File: src/hw/rtl/fpdq_pkg.sv
// ----------------------------------------------------------------------------
// fpdq_pkg
// shared types and constants of the signed fixed-point divider
// ----------------------------------------------------------------------------
`default_nettype none

package fpdq_pkg;

   // operand and result word width
   localparam int WORD_W = 32;

   // default number of fraction bits (16.16 format)
   localparam int FRAC_BITS_DEFAULT = 16;

   typedef struct packed {
      logic signed [WORD_W-1:0] dividend;
      logic signed [WORD_W-1:0] divisor;
   } req_type;

   typedef struct packed {
      logic signed [WORD_W-1:0] quotient;
      logic                     divide_by_zero;
      logic                     overflow;
   } rsp_type;

   // side information carried down the pipeline with each word
   typedef struct packed {
      logic negate;   // operand signs differ
      logic div_zero; // divisor magnitude is zero
   } stage_ctl_type;

endpackage

`default_nettype wire

File: src/hw/rtl/fpdq_stage.sv
// ----------------------------------------------------------------------------
// fpdq_stage
// one restoring division step with its own pipeline register
// ----------------------------------------------------------------------------
`default_nettype none

module fpdq_stage
   import fpdq_pkg::*;
#(
   parameter int NUM_W = WORD_W + FRAC_BITS_DEFAULT
) (
   input  wire logic              clock,
   input  wire logic              reset,
   input  wire logic              prev_valid,
   output      logic              prev_ready,
   input  wire logic [WORD_W-1:0] prev_rem,
   input  wire logic [NUM_W-1:0]  prev_nq,
   input  wire logic [WORD_W-1:0] prev_mb,
   input  wire stage_ctl_type     prev_ctl,
   output      logic              next_valid,
   input  wire logic              next_ready,
   output      logic [WORD_W-1:0] next_rem,
   output      logic [NUM_W-1:0]  next_nq,
   output      logic [WORD_W-1:0] next_mb,
   output      stage_ctl_type     next_ctl
);

   logic              vld_ff;
   logic              vld_in;
   logic [WORD_W-1:0] rem_ff;
   logic [WORD_W-1:0] rem_in;
   logic [NUM_W-1:0]  nq_ff;
   logic [NUM_W-1:0]  nq_in;
   logic [WORD_W-1:0] mb_ff;
   stage_ctl_type     ctl_ff;
   logic [WORD_W:0]   rem_sh;
   logic [WORD_W+1:0] trial;
   logic              qbit;
   logic              load;

   // shift in the next numerator bit and try the subtract
   always_comb begin
      rem_sh = {prev_rem, prev_nq[NUM_W-1]};
      trial  = {1'b0, rem_sh} - {2'b00, prev_mb};
      qbit   = ~trial[WORD_W+1];
      rem_in = qbit ? trial[WORD_W-1:0] : rem_sh[WORD_W-1:0];
      nq_in  = {prev_nq[NUM_W-2:0], qbit};
   end

   assign load       = ~vld_ff | next_ready;
   assign prev_ready = load;
   assign vld_in     = load ? prev_valid : vld_ff;

   always_ff @(posedge clock) begin
      if (reset) begin
         vld_ff <= 1'b0;
      end else begin
         vld_ff <= vld_in;
      end
   end

   always_ff @(posedge clock) begin
      if (load && prev_valid) begin
         rem_ff <= rem_in;
         nq_ff  <= nq_in;
         mb_ff  <= prev_mb;
         ctl_ff <= prev_ctl;
      end
   end

   assign next_valid = vld_ff;
   assign next_rem   = rem_ff;
   assign next_nq    = nq_ff;
   assign next_mb    = mb_ff;
   assign next_ctl   = ctl_ff;

endmodule

`default_nettype wire

File: config.mk
export PLATFORM = sky130hd
export DESIGN_NAME = fpdq_stage
export DESIGN_NICKNAME = d
export VERILOG_FILES = /design/src/hw/rtl/fpdq_pkg.sv /design/src/hw/rtl/fpdq_stage.sv
export SDC_FILE = /design/constraint.sdc
export NUM_CORES = 1
export LEC_CHECK = 0
export ABC_CLOCK_PERIOD_IN_PS = 5990
export BUFFER_PORTS_ARGS = -buffer_cell sky130_fd_sc_hd__buf_2
export CORE_MARGIN = 2
export CORE_UTILIZATION = 35
export DETAILED_ROUTE_END_ITERATION = 10
export PLACE_DENSITY = 0.66
export SKIP_CTS_REPAIR_TIMING = 1
export SLEW_MARGIN = 40
export SYNTH_ARGS = -nofsm -noshare
export SYNTH_HDL_FRONTEND = slang
export SYNTH_SLANG_ARGS = --single-unit
File: constraint.sdc
create_clock -name clock -period 5.99 [get_ports clock]
set_input_delay 1.198 -clock clock [delete_from_list [all_inputs] [get_ports clock]]
set_output_delay 1.198 -clock clock [all_outputs]
set_load 0.01 [all_outputs]
==> metrics.yaml, run 1 <==
place:
  dp_cells: 889
  gpl.final_weighted_congestion: 0.857
  detailedPlacementHpwl_um: 11800
  dp_slack_ns: 1.47
  placement.io_buffers: 233
setup_path:
  worstSetupEndpointType: "flip-flop"
  timing.critical_path.slowest_stage_cell: "a31oi_4"
  rr_worst_depth: 4
  end_of_the_worst_register_to_register_path: "next_nq[2]"
  path_class: "input pin to flip-flop"
  crit_chain: "buf_2 -> inv_1 -> ha_1 -> and3_1 -> nand3_1 -> or4_4 -> o21bai_2 -> a21oi_2 -> a31oi_4 -> buf_12 -> mux2_2"
  timing.critical_path.slowest_cell_delay_ns: 0.58
  maximum_net_fanout_on_the_critical_path: 19
  cp.arrival_ns: 4.23
  reg2reg_slack_ns: 3.88
  critPathLaunch: "prev_mb[21]"
  origin_of_the_critical_flop_to_flop_path: "next_valid"
  crit_family: "simple AND/OR/NAND/NOR gates"
  kind_of_launch_point_of_the_worst_setup_path: "input pin"
  worst-path-buf-inv: 3
  worst_ep_required_time_ns: 6.14
power_and_ir_drop:
  leakage_nw: 3.54
  powerDensity_mw_per_mm2: 316
  worst_vdd_rail_ir_drop_mv: 0.189
floorplanning:
  fp.dieH_um: 134
  core_region_mm2: 0.0165
  initial_core_utilization_pct: 35.7
  num_rows: 47
  number_of_i_o_pins: 234
  die_wd_um: 134
  floorplan.die_area_mm2: 0.0178
timing:
  fmax_mhz: 245
  fin_worst_skew_ns: 0.0105
  fin_setup_tns_ns: 0
  hold_viol_final: 0
  setup_repair_after_global_routing_missed_its_margin: "false"
  slew_headroom_pct: 53.9
  worst-slew-pin-transition_ns: 0.691
  setup_slack_after_layout_ns: 1.91
  min_period_over_period_pct: 68.1
  finalSetupViolCount: 0
  maxSlewViolCount: 0
  period_minus_slack_ns: 4.08
logic_synthesis:
  share_of_flip_flops_with_an_asynchronous_set_or_reset_after_synthesis_pct: 0
  synth_top_cells_by_area: "edfxtp_1, ha_1, mux2_4"
  synth_seq_area_share_pct: 58.6
  synth-warning-count: 0
  synthDistinctLibCells: 55
  syn_inst: 441
  synth_area_per_cell_um2: 13.3
  synth_fp_nets: 592
  synth_top_area_share_pct: 58.3
  yosys-top-cells-count: "edfxtp_1, inv_1, a21oi_1, ha_1"
  synth_top_cell_by_area: "edfxtp_1"
  synth_enable_flop_cells: 114
  synth_flop_cell: "edfxtp_1"
  yosys.cell_count.top_type: "edfxtp_1"
  syn-cell-area_mm2: 0.00587
  register_bit_count_reported_by_yosys: 115
route:
  routed-via-count: 4484
  drtPass1Iterations: 5
  drc: 0
  drt-initial-drc-count: 235
  antenna_left: 0
  wirelength_um: 15100
  vias_per_cell: 4.86
  wl_per_cell_um: 16.3
hold_path:
  worst_hold_path_cells: 2
  path_type_of_the_worst_min_delay_path: "flip-flop to flip-flop"
  hold-path-endpoint: "next_valid"
  min_from: "next_valid"
final_layout:
  fin_cells: 922
  num-fill-cells: 1511
  drive_above_1_share_pct: 43.4
  area_delta_synth_final_pct: 34.4
  layout.nets: 839
global_route:
  grt_pass1_wl_um: 23500
  maximum_number_of_pins_on_one_net_before_global_route_repair: 42
  antenna_found_initial: 2
  globalRouteOverflowTotal: 0
  vias_in_the_first_global_route: 4566
  grt_use_total_pct: 17.1
run_status:
  outcome: "finished, final reports clean"
clocking:
  clock_tree.htree_level_count: 4
  cts_num_sinks: 115
  tritoncts_clock_tree: "built"
  clock_insertion_delay_worst_skew_ns: 0.41
  clk_path_buf_depth: 2
  clkSlewWorstSetupHoldPaths_ns: 0.06
  cts-buffers-inserted: 17
  cts_root_buffer: "clkbuf_16"
flow_run:
  drv_cap: 0
[cells in the final DEF (no fill, tap or decap), drive strengths merged, types with 4 or more instances in the layout]
cell / synthesis / routed
mux2: 27 / 27
a21oi: 33 / 33
xor2: 7 / 7
xnor2: 17 / 17
inv: 41 / 44
mux2i: 6 / 6
and3: 5 / 5
o31ai: 6 / 6
nand3: 6 / 6
a21o: 7 / 7
buf: 8 / 236
nor3: 4 / 4
nand4: 6 / 6
o21a: 6 / 6
clkinv: 0 / 7
nand2b: 6 / 6
o21bai: 4 / 4
nor2: 18 / 18
a211oi: 5 / 5
edfxtp: 114 / 114
ha: 32 / 32
nand2: 25 / 25
o21ai: 17 / 17
clkbuf: 0 / 18
[tightest hold or removal path, delay by kind of cell, from the launching register on]
family             cells  cell delay, ns
and+or+nand+nor        1            0.11
AOI/OAI and AO/OA      1            0.07
DFF                    1            0.32
[cell families after synthesis]
kind of cell	share of synthesized area, %
buf+inv	4.03
compound gates	11.5
xor+xnor	3.58
fa+ha+maj	7.16
flops	58.6
mux	7.80
simple gates	7.31
[power breakdown]
group | switching [W] | internal, W
clock | 0.000383 | 0.000659
combinational | 0.000246 | 0.000220
sequential | 0.0000151 | 0.000970
[area by class of cell]
type / count / area, um^2 / area share, %
inverter: 41 / 154 / 1.95
clock inverter: 14 / 178 / 2.25
antenna: 1 / 2.50 / 0.0317
sequential: 115 / 3440 / 43.6
multi-input combinational: 277 / 2190 / 27.8
tap: 220 / 275 / 3.49
clock buffer: 18 / 429 / 5.44
timing repair buffer: 236 / 1210 / 15.4
[through the flow]
| stage | utilization [%] | area (um^2) | power, W | hold slack, ns |
|---|---|---|---|---|
| floorplan | - | 5870 | 0.00131 | 0.593 |
| global placement | 44.1 | 7260 | 0.00146 | 0.536 |
| detailed placement | 44.2 | 7280 | 0.00147 | 0.536 |
| CTS | 47.9 | 7890 | 0.00252 | 0.544 |
| global route | 47.9 | 7890 | 0.00260 | 0.570 |
| finish | 47.9 | 7890 | 0.00249 | 0.541 |
[worst max-delay path by stage]
stage                              to  slack [ns]  depth (start not counted)
after floorplan           next_ctl[0]        1.46                          2
after global placement    next_rem[1]        1.52                         11
after detailed placement  next_rem[1]        1.47                         11
after CTS                 next_rem[1]        1.90                         11
after global routing      next_rem[1]        1.68                         11
final                     next_rem[1]        1.91                         11
[state kept, by name, indices dropped and copies added (netlist names)]
register	count
next_ctl	2
next_mb	32
next_nq	48
next_rem	32
next_valid	1
[layer usage]
metal | vias to the layer above | track usage [%] | share of wire, %
li1 | 2164 | - | -
met1 | 2090 | 20.0 | 40
met2 | 207 | 30.4 | 51
met3 | 23 | 4.11 | 7.0
met4 | 0 | 6.50 | 1.9
met5 | - | 0 | 0
(Power assumes the default switching activity.)
==> inputs of run 2 (changes only) <==
--- a/config.mk
+++ b/config.mk
@@ -5,12 +5,12 @@
 export SDC_FILE = /design/constraint.sdc
 export NUM_CORES = 1
 export LEC_CHECK = 0
-export ABC_CLOCK_PERIOD_IN_PS = 5990
+export ABC_CLOCK_PERIOD_IN_PS = 3600
 export BUFFER_PORTS_ARGS = -buffer_cell sky130_fd_sc_hd__buf_2
 export CORE_MARGIN = 2
 export CORE_UTILIZATION = 35
 export DETAILED_ROUTE_END_ITERATION = 10
-export PLACE_DENSITY = 0.66
+export PLACE_DENSITY = 0.68
 export SKIP_CTS_REPAIR_TIMING = 1
 export SLEW_MARGIN = 40
 export SYNTH_ARGS = -nofsm -noshare
==> constraint.sdc (replaced) <==
create_clock -name clock -period 3.6 [get_ports clock]
set_input_delay 0.72 -clock clock [delete_from_list [all_inputs] [get_ports clock]]
set_output_delay 0.72 -clock clock [all_outputs]
set_load 0.01 [all_outputs]
==> run 2 against run 1 <==
Against the previous run: clock-buffer cell count fell by 1; clock skew fell by 0.0015 ns; global-route usage rose by 0.052 points; die area did not move; sequential power rose by 66%; sequential share of layout area fell by 0.94 points; critical path type unchanged; critical endpoint is now next_rem[28].
==> metrics.yaml, run 2 (same netlist as run 1, synthesis figures left out) <==
timing:
  finalSetupViolCount: 0  # unchanged
  period_minus_slack_ns: 3.31
  setup_repair_after_global_routing_missed_its_margin: "false"
  maxSlewViolCount: 0  # unchanged
  slew_headroom_pct: 59.2  # +5.3 points
  hold_viol_final: 0  # unchanged
  fmax_mhz: 302
  worst-slew-pin-transition_ns: 0.612  # -0.0796 ns
  min_period_over_period_pct: 92.1
  fin_setup_tns_ns: 0  # unchanged
  fin_worst_skew_ns: 0.00905  # -0.00146 ns
final_layout:
  commonest_cells_after_routing_fill_and_taps_aside: "buf_2, edfxtp_1, inv_1, a21oi_1, ha_1"
  final_core_util_pct: 49.0  # +1.1 points
  layout.nets: 864  # +3.0%
  final_area_mm2: 0.00806  # +2.2%
  layout.area.seq_mm2: 0.00344  # unchanged
  largest_register_ffs: 48  # unchanged
  fin_cells: 949  # +2.9%
  drive_above_1_share_pct: 45.3  # +2.0 points
  num-fill-cells: 1499  # -0.79%
  commonest_non_fill_non_tap_cell_in_the_layout: "buf_2"
  area_delta_synth_final_pct: 37.3
  multi_input_area_mm2: 0.00219  # unchanged
hold_path:
  path_type_of_the_worst_min_delay_path: "input pin to flip-flop"
floorplanning:
  floorplan.die_area_mm2: 0.0178  # unchanged
  die_wd_um: 134  # unchanged
  core_region_mm2: 0.0165  # unchanged
  fp.dieH_um: 134  # unchanged
  number_of_i_o_pins: 234  # unchanged
  initial_core_utilization_pct: 35.7  # unchanged
  num_rows: 47  # unchanged
global_route:
  grt_pass1_wl_um: 23100  # -1.7%
  globalRouteOverflowTotal: 0  # unchanged
  vias_in_the_first_global_route: 4487  # -1.7%
  antenna_found_initial: 4  # +2
  maximum_number_of_pins_on_one_net_before_global_route_repair: 115  # +170%
  grt_use_total_pct: 17.1  # +0.052 points
route:
  met3RoutedLength_um: 1170  # +11%
  wirelength_met1_um: 6020  # -1.1%
  wl_per_cell_um: 16.1  # -1.7%
  drtPass1Iterations: 5  # unchanged
  drt-initial-drc-count: 267  # +14%
  drc: 0  # unchanged
  routed-via-count: 4490  # +0.13%
  route.met2.wl_um: 7660  # +0.31%
  antenna_left: 0  # unchanged
  vias_per_cell: 4.73  # -2.7%
  route.top_layer_used: "met5"
  wirelength_um: 15200  # +1.2%
power_and_ir_drop:
  powerDensity_mw_per_mm2: 509  # +61%
  leakage_nw: 3.65  # +3.1%
  fin_total_pwr_w: 0.00410  # +64%
  worst_vdd_rail_ir_drop_mv: 0.311  # +65%
clocking:
  cts-buffers-inserted: 17  # unchanged
  clock_insertion_delay_worst_skew_ns: 0.41  # about the same
  clkSlewWorstSetupHoldPaths_ns: 0.06  # about the same
  cts_num_sinks: 115  # unchanged
  tritoncts_clock_tree: "built"
  clk_path_buf_depth: 2  # unchanged
  clock_tree.htree_level_count: 4  # unchanged
  cts_root_buffer: "clkbuf_16"
setup_path:
  cp.arrival_ns: 3.48  # -0.75 ns
  timing.critical_path.mode_cell: "inv_1"
  crit_family: "compound AO/OA/AOI/OAI gates"
  worst-path-buf-inv: 3  # unchanged
  path_class: "input pin to flip-flop"
  timing.critical_path.slowest_stage_cell: "o41a_1"
  worst_ep_required_time_ns: 3.77  # -2.37 ns
  kind_of_launch_point_of_the_worst_setup_path: "input pin"
  maximum_net_fanout_on_the_critical_path: 3  # -16
  timing.critical_path.slowest_cell_delay_ns: 0.43  # -0.15 ns
  worstSetupEndpointType: "flip-flop"
  crit_chain: "buf_2 -> inv_1 -> ha_1 -> inv_1 -> fa_1 -> a211oi_1 -> o211a_1 -> o31ai_1 -> o41a_1 -> a41oi_1 -> o21ai_0 -> a21boi_0 -> mux2_4"
place:
  placedInstanceArea_mm2: 0.00748  # +2.7%
  dp_cells: 914  # +2.8%
  placement.io_buffers: 233  # unchanged
  gpl.final_weighted_congestion: 0.862  # +0.48%
  detailedPlacementHpwl_um: 11800  # -0.33%
flow_run:
  drv_cap: 0  # unchanged
run_status:
  outcome: "finished, final reports clean"
-- run 2: metal layers --
layer	track usage (%)	vias up
met2	30.5	186
met3	5.56	26
met5	0	-
met1	18.6	2060
met4	7.80	2
li1	-	2216
-- run 2: worst register-to-register path, stage by stage, from the launching register on --
cell and delay, ns:
dfxtp_1 0.31, nand2b_1 0.13, and2_4 0.17, buf_12 0.46
-- run 2: cell type report --
type,instances,area share [%]
sequential,115,42.7
multi-input combinational,277,27.2
timing repair buffer,261,17.5
clock buffer,17,5.28
tap,220,3.41
inverter,41,1.91
clock inverter,15,1.86
antenna,3,0.0931
-- run 2: final timing paths --
path	start	to	slack [ns]	cells past startpoint
worst min register to register	next_valid	next_valid	0.56	2
worst min-delay path	reset	next_valid	0.45	2
worst max-delay path	prev_nq[47]	next_rem[28]	0.29	13
worst max register to register	next_valid	next_rem[7]	2.09	3
-- run 2: where the power goes --
part | total (W) | switching (W) | internal, W
Clock | 0.00165 | 0.000676 | 0.000970
Combinational | 0.000818 | 0.000417 | 0.000400
Sequential | 0.00164 | 0.0000245 | 0.00161
-- run 2: metrics by stage --
step / setup WS, ns / hold slack [ns]
4_1_cts: 0.321 / 0.429
5_1_grt: 0.148 / 0.431
6_report: 0.286 / 0.451
3_3_place_gp: -0.0385 / 0.521
3_5_place_dp: -0.111 / 0.550
2_1_floorplan: 0.220 / 0.593
==> inputs of run 3 (changes only) <==
--- a/config.mk
+++ b/config.mk
@@ -7,10 +7,10 @@
 export LEC_CHECK = 0
 export ABC_CLOCK_PERIOD_IN_PS = 3600
 export BUFFER_PORTS_ARGS = -buffer_cell sky130_fd_sc_hd__buf_2
-export CORE_MARGIN = 2
 export CORE_UTILIZATION = 35
 export DETAILED_ROUTE_END_ITERATION = 10
 export PLACE_DENSITY = 0.68
+export REMOVE_ABC_BUFFERS = 1
 export SKIP_CTS_REPAIR_TIMING = 1
 export SLEW_MARGIN = 40
 export SYNTH_ARGS = -nofsm -noshare
==> run 3 against run 2 <==
Against the previous run: worst setup slack got worse by 0.0033 ns; cell count down 0.74%; combinational power hardly changed; fmax barely moved; largest power group unchanged; sequential cell count did not move; worst hold slack improved by 0.029 ns; utilization grew 1.0 points; critical path depth did not move.
==> metrics.yaml, run 3 (same netlist as run 1, synthesis figures left out) <==
clocking:
  tritoncts_clock_tree: "built"
  clock_tree.htree_level_count: 4  # unchanged
  clk_path_buf_depth: 2  # unchanged
  clock_insertion_delay_worst_skew_ns: 0.41  # about the same
  clkSlewWorstSetupHoldPaths_ns: 0.06  # about the same
  cts_num_sinks: 115  # unchanged
  cts_root_buffer: "clkbuf_16"
  cts-buffers-inserted: 17  # unchanged
final_layout:
  final_area_mm2: 0.00806  # about the same
  area_delta_synth_final_pct: 37.2  # about the same
  commonest_non_fill_non_tap_cell_in_the_layout: "buf_2"
  multi_input_area_mm2: 0.00219  # unchanged
  num-fill-cells: 1469  # -2.0%
  largest_register_ffs: 48  # unchanged
  drive_above_1_share_pct: 45.1  # -0.23 points
  commonest_cells_after_routing_fill_and_taps_aside: "buf_2, edfxtp_1, inv_1, a21oi_1, ha_1"
  layout.area.seq_mm2: 0.00344  # unchanged
  layout.nets: 861  # -0.35%
setup_path:
  timing.critical_path.slowest_cell_delay_ns: 0.42  # about the same
  timing.critical_path.slowest_stage_cell: "fa_1"
  worstSetupEndpointType: "flip-flop"
  path_class: "input pin to flip-flop"
  timing.critical_path.mode_cell: "inv_1"
  end_of_the_worst_register_to_register_path: "next_mb[15]"
  reg2reg_slack_ns: 1.91  # -0.18 ns
  worst_ep_required_time_ns: 3.76  # about the same
  crit_chain: "buf_2 -> inv_1 -> ha_1 -> inv_1 -> fa_1 -> a211oi_1 -> o211a_1 -> o31ai_1 -> o41a_1 -> a41oi_1 -> o21ai_0 -> a21boi_0 -> mux2_4"
  cp.arrival_ns: 3.47  # about the same
  kind_of_launch_point_of_the_worst_setup_path: "input pin"
  rr_worst_depth: 3  # unchanged
  origin_of_the_critical_flop_to_flop_path: "next_valid"
  maximum_net_fanout_on_the_critical_path: 4  # +1
timing:
  min_period_over_period_pct: 92.1  # about the same
  setup_slack_after_layout_ns: 0.283  # -0.00327 ns
  fin_worst_skew_ns: 0.00617  # -0.00288 ns
  setup_repair_after_global_routing_missed_its_margin: "false"
  period_minus_slack_ns: 3.32  # +0.00327 ns
  hold_viol_final: 0  # unchanged
  finalSetupViolCount: 0  # unchanged
  slew_headroom_pct: 58.8  # -0.46 points
  maxSlewViolCount: 0  # unchanged
  worst-slew-pin-transition_ns: 0.612  # +0.000381 ns
  fin_setup_tns_ns: 0  # unchanged
  fmax_mhz: 301  # about the same
floorplanning:
  number_of_i_o_pins: 234  # unchanged
  initial_core_utilization_pct: 36.4  # +0.78 points
  core_region_mm2: 0.0161  # -2.1%
  floorplan.die_area_mm2: 0.0173  # -3.0%
  num_rows: 46  # -2.1%
  fp.dieH_um: 132  # -1.5%
  die_wd_um: 132  # -1.5%
route:
  antenna_left: 0  # unchanged
  route.top_layer_used: "met4"
  drc: 0  # unchanged
  met3RoutedLength_um: 988  # -15%
  vias_per_cell: 4.91  # +3.7%
  drtPass1Iterations: 5  # unchanged
  wl_per_cell_um: 16.3  # +1.7%
  routed-via-count: 4623  # +3.0%
  route.met2.wl_um: 8320  # +8.6%
  wirelength_met1_um: 5870  # -2.6%
  wirelength_um: 15400  # +0.93%
  drt-initial-drc-count: 254  # -4.9%
global_route:
  antenna_found_initial: 3  # -1
  vias_in_the_first_global_route: 4788  # +6.7%
  maximum_number_of_pins_on_one_net_before_global_route_repair: 56  # -51%
  grt_pass1_wl_um: 24000  # +4.0%
  grt_use_total_pct: 18.0  # +0.81 points
  globalRouteOverflowTotal: 0  # unchanged
power_and_ir_drop:
  leakage_nw: 3.65  # -0.12%
  worst_vdd_rail_ir_drop_mv: 0.311  # about the same
  powerDensity_mw_per_mm2: 517  # +1.6%
  pwr-share-clk_pct: 40.9  # +0.8 points
  switching_share_pct: 25.6  # -1.7 points
  internal-power_w: 0.00310  # +3.9%
  power.net_switching_w: 0.00106  # -4.8%
  seq_power_share_pct: 39.4  # -0.5 points
  p_comb_share_pct: 19.7  # -0.2 points
hold_path:
  path_type_of_the_worst_min_delay_path: "input pin to flip-flop"
  min_from: "reset"
  hold-path-endpoint: "next_valid"
  worst_hold_path_cells: 2  # unchanged
place:
  placedInstanceArea_mm2: 0.00744  # -0.54%
  placement.io_buffers: 233  # unchanged
  gpl.final_weighted_congestion: 0.983  # +14%
  detailedPlacementHpwl_um: 12100  # +3.1%
  dp_slack_ns: -0.122  # -0.0112 ns
run_status:
  outcome: "finished, final reports clean"
flow_run:
  drv_cap: 0  # unchanged
## run 3: cell count changes in the layout (fill, tap and decap cells not counted)
cell	delta
inv_6	-4
buf_4	-2
bufinv_16	+2
clkinv_2	+2
buf_12	-1
clkinv_4	+1
inv_8	-1
## run 3: power groups by stage
stage               logic (W)  clock network (W)  registers [W]
finish               0.000821            0.00170        0.00164
global route         0.000893            0.00180        0.00165
CTS                  0.000823            0.00174        0.00164
detailed placement   0.000815                  0        0.00167
global placement     0.000801                  0        0.00166
floorplan            0.000438                  0        0.00173
## run 3: stage by stage
step	instances	power [W]	utilization (%)	hold WS, ns
after global placement	907	0.00246	46.2	0.492
final	942	0.00416	50.0	0.479
after CTS	939	0.00421	49.9	0.462
after floorplan	433	0.00217	-	0.593
after global routing	942	0.00434	50.0	0.464
after detailed placement	907	0.00248	46.2	0.546
## run 3: layer usage
layer  global-route usage [%]  vias up
met3                     4.51       16
met1                     19.4     2197
met5                        0        -
met2                     33.3      207
met4                     7.11        0
li1                         -     2203
## run 3: final cells by class
cell class | count | share of cell area [%]
multi-input combinational | 277 | 27.2
inverter | 41 | 1.91
timing repair buffer | 258 | 17.1
clock buffer | 17 | 5.28
sequential | 115 | 42.7
clock inverter | 15 | 2.27
tap | 216 | 3.35
antenna | 3 | 0.0932
## run 3: worst max-delay path by stage
| stage | startpoint | end | slack (ns) | cells past startpoint |
|---|---|---|---|---|
| 6_report | prev_nq[47] | next_rem[28] | 0.28 | 13 |
| 5_1_grt | prev_nq[47] | next_rem[28] | 0.01 | 14 |
| 4_1_cts | prev_nq[47] | next_rem[22] | 0.29 | 13 |
| 3_5_place_dp | prev_nq[47] | next_rem[28] | -0.12 | 13 |
| 3_3_place_gp | prev_nq[47] | next_rem[28] | -0.06 | 13 |
| 2_1_floorplan | next_ready | next_ctl[0] | -0.45 | 2 |
## run 3: critical path, delay by kind of cell
family / cells / cell delay, ns
fa+ha+maj: 2 / 0.60
mux: 1 / 0.27
compound gates: 7 / 1.65
buf+inv: 3 / 0.23
